--- config.mk ---
export PLATFORM = sky130hd
export DESIGN_NAME = dnc_back
export DESIGN_NICKNAME = d
export VERILOG_FILES = /design/src/sv/dnc_pkg.sv /design/src/sv/dnc_back.sv
export SDC_FILE = /design/constraint.sdc
export NUM_CORES = 1
export LEC_CHECK = 0
export ABC_CLOCK_PERIOD_IN_PS = 4900
export BUFFER_PORTS_ARGS = -buffer_cell sky130_fd_sc_hd__buf_4
export CAP_MARGIN = 20
export CORE_MARGIN = 3
export CORE_UTILIZATION = 35
export DETAILED_ROUTE_END_ITERATION = 16
export PLACE_DENSITY = 0.54
export SLEW_MARGIN = 20
export SYNTH_ARGS = -nofsm -noshare
export SYNTH_HDL_FRONTEND = slang
export SYNTH_SLANG_ARGS = --single-unit
--- constraint.sdc ---
create_clock -name clk -period 4.9 [get_ports clk]
set_input_delay 0.735 -clock clk [delete_from_list [all_inputs] [get_ports clk]]
set_output_delay 0.735 -clock clk [all_outputs]
set_load 0.02 [all_outputs]
--- src/sv/dnc_pkg.sv ---
// ----------------------------------------------------------------------------
// dnc_pkg: shared definitions for the delimiter nesting checker
// Character codes, symbol and fault codes, stack sizing and the operation
// record that travels from the classifier to the stack engine.
// ----------------------------------------------------------------------------
`default_nettype none

package dnc_pkg;

  // Stack sizing
  localparam int STACK_DEPTH = 64;
  localparam int LVL_W       = $clog2(STACK_DEPTH + 1);
  localparam int ADDR_W      = (STACK_DEPTH > 2) ? $clog2(STACK_DEPTH) : 1;

  // Operation queue sizing (power of two, pointers wrap)
  localparam int QUEUE_DEPTH = 4;
  localparam int QPTR_W      = $clog2(QUEUE_DEPTH);
  localparam int QCNT_W      = $clog2(QUEUE_DEPTH + 1);

  // Characters
  localparam logic [7:0] CH_LPAREN = 8'h28;
  localparam logic [7:0] CH_RPAREN = 8'h29;
  localparam logic [7:0] CH_LSQ    = 8'h5B;
  localparam logic [7:0] CH_RSQ    = 8'h5D;
  localparam logic [7:0] CH_LCURLY = 8'h7B;
  localparam logic [7:0] CH_RCURLY = 8'h7D;
  localparam logic [7:0] CH_SLASH  = 8'h2F;
  localparam logic [7:0] CH_STAR   = 8'h2A;

  // Symbol codes
  localparam logic [1:0] SYM_PAREN   = 2'd0;
  localparam logic [1:0] SYM_SQUARE  = 2'd1;
  localparam logic [1:0] SYM_CURLY   = 2'd2;
  localparam logic [1:0] SYM_COMMENT = 2'd3;

  // Pending marker codes
  localparam logic [1:0] PEND_NONE  = 2'd0;
  localparam logic [1:0] PEND_SLASH = 2'd1;
  localparam logic [1:0] PEND_STAR  = 2'd2;

  // Fault codes
  localparam logic [1:0] FLT_NONE     = 2'd0;
  localparam logic [1:0] FLT_CLOSER   = 2'd1;
  localparam logic [1:0] FLT_MISMATCH = 2'd2;
  localparam logic [1:0] FLT_OVERFLOW = 2'd3;

  // Stack actions
  localparam logic [1:0] ACT_NONE = 2'd0;
  localparam logic [1:0] ACT_PUSH = 2'd1;
  localparam logic [1:0] ACT_POP  = 2'd2;

  typedef struct packed {
    logic [1:0] act;
    logic [1:0] sym;
    logic       last;
  } op_t;

endpackage

`default_nettype wire

--- src/sv/dnc_back.sv ---
// ----------------------------------------------------------------------------
// dnc_back: stack engine and verdict register
// Keeps the top symbol in a register and the rest of the stack in a memory
// whose next-to-top entry is read ahead, so a pop needs no memory read to find the new top.
// ----------------------------------------------------------------------------
`default_nettype none

module dnc_back import dnc_pkg::*; (
  input  wire logic       clk,
  input  wire logic       rst_n,
  input  wire logic       op_valid,
  input  wire op_t        op,
  output logic            op_ready,
  output logic            res_valid,
  output logic [7:0]      res_data,
  input  wire logic       res_ready
);

  logic [1:0]        stack_mem [STACK_DEPTH];
  logic [LVL_W-1:0]  level_r, level_nxt;
  logic [1:0]        top_r, top_nxt;
  logic [1:0]        fkind_r, fkind_nxt;
  logic [1:0]        fsym_r, fsym_nxt;
  logic [1:0]        second_r;
  logic              byp_hit_r;
  logic [1:0]        byp_data_r;
  logic [1:0]        second;
  logic              we;
  logic [ADDR_W-1:0] wa, ra;
  logic              take;
  logic              out_valid_r;
  logic [7:0]        out_data_r;
  logic [7:0]        verdict;

  assign op_ready  = !out_valid_r || res_ready;
  assign take      = op_valid && op_ready;
  assign second    = byp_hit_r ? byp_data_r : second_r;
  assign res_valid = out_valid_r;
  assign res_data  = out_data_r;

  // Apply one stack operation and form the verdict
  always_comb begin
    level_nxt = level_r;
    top_nxt   = top_r;
    fkind_nxt = fkind_r;
    fsym_nxt  = fsym_r;
    we        = 1'b0;
    wa        = ADDR_W'(level_r - LVL_W'(1));
    verdict   = '0;
    if (take) begin
      if (fkind_r == FLT_NONE) begin
        case (op.act)
          ACT_PUSH: begin
            if (level_r == LVL_W'(STACK_DEPTH)) begin
              fkind_nxt = FLT_OVERFLOW;
              fsym_nxt  = op.sym;
            end else begin
              we        = (level_r != '0);
              top_nxt   = op.sym;
              level_nxt = level_r + LVL_W'(1);
            end
          end
          ACT_POP: begin
            if (level_r == '0) begin
              fkind_nxt = FLT_CLOSER;
              fsym_nxt  = op.sym;
            end else if (top_r != op.sym) begin
              fkind_nxt = FLT_MISMATCH;
              fsym_nxt  = top_r;
            end else begin
              top_nxt   = second;
              level_nxt = level_r - LVL_W'(1);
            end
          end
          default: begin
          end
        endcase
      end
      if (op.last) begin
        if (fkind_nxt != FLT_NONE) begin
          verdict = {3'b000, fsym_nxt, fkind_nxt, 1'b0};
        end else if (level_nxt != '0) begin
          verdict = {3'b000, top_nxt, FLT_MISMATCH, 1'b0};
        end else begin
          verdict = 8'h01;
        end
        level_nxt = '0;
        fkind_nxt = FLT_NONE;
        fsym_nxt  = SYM_PAREN;
      end
    end
    ra = ADDR_W'(level_nxt - LVL_W'(2));
  end

  // Control state
  always_ff @(posedge clk) begin
    if (!rst_n) begin
      level_r     <= '0;
      fkind_r     <= FLT_NONE;
      fsym_r      <= SYM_PAREN;
      out_valid_r <= 1'b0;
    end else begin
      level_r  <= level_nxt;
      fkind_r  <= fkind_nxt;
      fsym_r   <= fsym_nxt;
      if (take && op.last) begin
        out_valid_r <= 1'b1;
      end else if (res_ready) begin
        out_valid_r <= 1'b0;
      end
    end
  end

  // Payload registers
  always_ff @(posedge clk) begin
    top_r <= top_nxt;
    if (take && op.last) begin
      out_data_r <= verdict;
    end
  end

  // Stack memory: spill the old top on push, read the next-to-top ahead
  always_ff @(posedge clk) begin
    if (we) begin
      stack_mem[wa] <= top_r;
    end
    second_r   <= stack_mem[ra];
    byp_hit_r  <= we && (wa == ra);
    byp_data_r <= top_r;
  end

endmodule

`default_nettype wire

==> metrics.txt <==
# TYPE chip_impl_metric gauge
chip_impl_metric{name="seq_power_share",unit="%"} 46.7
chip_impl_metric{name="synth-edff-count",unit=""} 135
chip_impl_metric{name="antenna_found_initial",unit=""} 0
chip_impl_metric{name="cap_violations",unit=""} 0
chip_impl_metric{name="grt_usage",unit="%"} 18.7
chip_impl_metric{name="setup-violations-final",unit=""} 0
chip_impl_metric{name="clock-skew-final",unit="ns"} 0.0132
chip_impl_metric{name="final.setup.tns",unit="ns"} 0
chip_impl_info{name="cp_launch_type",value="flop"} 1
chip_impl_metric{name="detail_route.drc_violations",unit=""} 0
chip_impl_metric{name="drt_first_pass_iters",unit=""} 5
chip_impl_info{name="yosysMostFrequentCell",value="sky130_fd_sc_hd__edfxtp_1"} 1
chip_impl_metric{name="worst-slew-pin-transition",unit="ns"} 0.973
chip_impl_metric{name="comb_power_share",unit="%"} 5.8
chip_impl_metric{name="p_sw_share",unit="%"} 23.3
chip_impl_metric{name="dpl.cell_count",unit=""} 987
chip_impl_metric{name="dr.first_iter.drc_count",unit=""} 656
chip_impl_metric{name="maximum_clock_frequency",unit="GHz"} 0.223
chip_impl_metric{name="route.vias.total",unit=""} 6085
chip_impl_metric{name="pin_count",unit=""} 19
chip_impl_metric{name="wire_length_of_the_first_global_routing_pass",unit="mm"} 34.4
chip_impl_metric{name="irDropWorstVdd",unit="V"} 0.000227
chip_impl_metric{name="core",unit="mm2"} 0.0213
chip_impl_metric{name="async_reset_ff_share",unit="%"} 0
chip_impl_metric{name="grt_max_degree",unit=""} 68
chip_impl_info{name="crit_type",value="reg -> reg"} 1
chip_impl_metric{name="postcts_resize_cnt",unit=""} 0
chip_impl_metric{name="synth_unique_cells",unit=""} 70
chip_impl_info{name="grt_setup_unrepaired",value="no"} 1
chip_impl_metric{name="synth_cells",unit=""} 724
chip_impl_metric{name="die_height",unit="um"} 154
chip_impl_metric{name="fp.dieW",unit="um"} 154
chip_impl_info{name="most_area_consuming_cells_after_synthesis",value="sky130_fd_sc_hd__edfxtp_1 53%, sky130_fd_sc_hd__nor2_1 4.4%, sky130_fd_sc_hd__dfxtp_1 4.4%"} 1
chip_impl_metric{name="p_sw",unit="uW"} 715
chip_impl_info{name="crit_chain",value="inv_1 > ha_1 > or3b_1 > nor4_4 > buf_4 > o32ai_1 > o22a_1 > a22oi_1 > ha_1 > nand2b_1 > nor2_1 > a211oi_1 > and4_1 > buf_4 > o211ai_1 > a41oi_1 > a211oi_1 > a31oi_1"} 1
chip_impl_metric{name="power.density_cell_area",unit="mW/mm2"} 349
chip_impl_info{name="ys_top_cells_by_count",value="135 x sky130_fd_sc_hd__edfxtp_1, 91 x sky130_fd_sc_hd__nor2_1, 86 x sky130_fd_sc_hd__nand2_1, 37 x sky130_fd_sc_hd__a21oi_1"} 1
chip_impl_info{name="dominantRegCellSynth",value="sky130_fd_sc_hd__edfxtp_1"} 1
chip_impl_metric{name="synth_top_area_share",unit="%"} 52.8
chip_impl_metric{name="place.port_buffers",unit=""} 15
chip_impl_info{name="status",value="finished clean"} 1
chip_impl_metric{name="finalNonFillerCells",unit=""} 1023
chip_impl_metric{name="fin_crit_sh",unit="%"} 91.5
chip_impl_metric{name="post_drt_wl_per_cell",unit="um"} 21.7
chip_impl_metric{name="cts.reportedPaths.clkPinSlew",unit="ns"} 0.06
chip_impl_metric{name="power.share.clock",unit="%"} 47.5
chip_impl_metric{name="cts_max_level",unit=""} 4
chip_impl_metric{name="cts.path.max_buffers",unit=""} 2
chip_impl_metric{name="first_global_vias",unit=""} 5897
chip_impl_metric{name="insertedDiodeCount",unit=""} 0
chip_impl_metric{name="report.final.hold_viol_count",unit=""} 0
chip_impl_info{name="holdCritPathClass",value="reg -> reg"} 1
chip_impl_info{name="slowest_stage",value="sky130_fd_sc_hd__and4_1"} 1
chip_impl_info{name="critPathCaptureType",value="flop"} 1
chip_impl_metric{name="p_leak",unit="nW"} 3.04
chip_impl_metric{name="flow.area_growth_from_synthesis",unit="%"} 14.5
chip_impl_metric{name="timing.final.max_slew_violations",unit=""} 0
chip_impl_info{name="ctsRootBufferMaster",value="sky130_fd_sc_hd__clkbuf_16"} 1
chip_impl_metric{name="core.rowCount",unit=""} 53
chip_impl_info{name="cts_tree",value="done"} 1
chip_impl_info{name="synth_top_cell_by_area",value="sky130_fd_sc_hd__edfxtp_1"} 1
chip_impl_metric{name="detail_route.vias_per_cell",unit=""} 5.95
chip_impl_metric{name="internal-power",unit="mW"} 2.36
chip_impl_metric{name="cp_data_required_time",unit="ns"} 5.26
chip_impl_metric{name="globalplace.congestion",unit=""} 0.895
chip_impl_metric{name="clock-sinks",unit=""} 152
chip_impl_metric{name="synth_seq_area_share",unit="%"} 57.2
chip_impl_metric{name="worstPathMaxFanout",unit=""} 9
chip_impl_metric{name="critical_path.n_buffers_inverters",unit=""} 3
chip_impl_metric{name="synth-seq-cells",unit=""} 152
chip_impl_metric{name="cp_peak_stage_delay",unit="ns"} 0.42
chip_impl_metric{name="syn_area",unit="mm2"} 0.00768
chip_impl_metric{name="worst_skew_pair.late_latency",unit="ns"} 0.44
chip_impl_metric{name="routed_wl",unit="mm"} 22.2
chip_impl_metric{name="start_util",unit="%"} 36.1
chip_impl_metric{name="synth_area_per_cell",unit="um2"} 10.6
chip_impl_metric{name="dieArea",unit="mm2"} 0.0238
chip_impl_metric{name="finalNetCount",unit=""} 749
chip_impl_metric{name="synth_warnings",unit=""} 0
chip_impl_metric{name="worstPathArrival",unit="ns"} 4.84
chip_impl_metric{name="drive_gt1_share",unit="%"} 12.6
chip_impl_metric{name="dp.final_hpwl",unit="mm"} 14.6
chip_impl_metric{name="ant_nets",unit=""} 0
chip_impl_metric{name="post-route-min-period",unit="ns"} 4.49
chip_impl_metric{name="overflow_left_after_global_routing",unit=""} 0
chip_impl_info{name="critical_path.top_delay_family",value="compound AO/OA/AOI/OAI gates"} 1
chip_impl_metric{name="cts_made_buffers",unit=""} 17
chip_impl_metric{name="maxSlewHeadroom",unit="%"} 35.1
==> path summary, 6_finish.rpt <==
kind	start	to	cells past startpoint	slack [ns]
setup / recovery	level_r[1]	second_r[1]	18	0.41
hold / removal	fsym_r[0]	fsym_r[0]	2	0.52
setup reg to reg	level_r[1]	second_r[1]	18	0.41
hold reg to reg	fsym_r[0]	fsym_r[0]	2	0.52
==> tightest hold or removal path, delay by kind of cell, from the launching register on <==
family	cells	cell delay (ns)
flops	1	0.33
simple gates	1	0.09
compound gates	1	0.06
==> layout by cell type, fill, tap and decap left out, drive strengths merged, types with 18 or more instances in the layout <==
| cell type | n |
|---|---|
| edfxtp | 135 |
| nor2 | 92 |
| nand2 | 86 |
| buf | 43 |
| a21oi | 37 |
| o31ai | 35 |
| nand4 | 31 |
| o21ai | 26 |
| a22oi | 21 |
| inv | 21 |
| and4 | 18 |
==> registers in the layout (all words and copies together), names as in the netlist <==
name,cells
res_valid,1
second_r,2
top_r,2
fkind_r,2
level_r,7
byp_data_r,2
fsym_r,2
res_data,5
stack_mem,128
byp_hit_r,1
==> power by group through the flow <==
stage | Sequential [mW] | Combinational (mW) | Clock, mW
detailed placement | 1.46 | 0.175 | 0
global route | 1.44 | 0.193 | 1.54
finish | 1.43 | 0.177 | 1.46
CTS | 1.43 | 0.176 | 1.48
global placement | 1.46 | 0.174 | 0
floorplan | 1.48 | 0.0886 | 0
==> area by class of cell <==
class	instances	area, um2
Inverter	15	56.3
Clock buffer	17	425
Timing Repair Buffer	43	323
Tap cell	275	344
Multi-Input combinational cell	506	3020
Sequential cell	152	4390
Fill cell	2003	12500
Clock inverter	15	233
==> logic make-up after synthesis <==
family                   share of synthesized area, %
AND/OR/NAND/NOR                                  18.7
flip-flops                                       57.2
adder cells (fa/ha/maj)                         0.814
other                                          0.0488
XOR/XNOR                                         1.69
AO/OA/AOI/OAI                                    16.9
multiplexers                                    0.831
buffers and inverters                            3.78
==> metal layers <==
metal | track usage, % | up-vias | share of wire [%]
met4 | 7.06 | 0 | 2.8
met5 | 0 | - | 0
met1 | 24.9 | 3018 | 43
met2 | 29.8 | 246 | 47
li1 | - | 2783 | -
met3 | 4.36 | 38 | 6.6
==> metrics by stage <==
step | util, % | instance area (um2) | hold slack, ns | total power [mW] | worst slack, ns
floorplan | - | 7690 | 0.477 | 1.57 | 0.341
global placement | 38.1 | 8110 | 0.502 | 1.64 | 0.490
detailed placement | 38.1 | 8110 | 0.501 | 1.64 | 0.369
CTS | 41.2 | 8770 | 0.519 | 3.09 | 0.470
global route | 41.3 | 8800 | 0.555 | 3.17 | 0.0971
finish | 41.3 | 8800 | 0.520 | 3.07 | 0.415
==> what timing repair did <==
| action | in CTS | in global routing |
|---|---|---|
| endpoints found under the setup margin | 0 | 2 |
| hold buffers | 0 | 0 |
| buffers inserted | 0 | 4 |
Note: power is estimated with default switching activity, not from simulation.
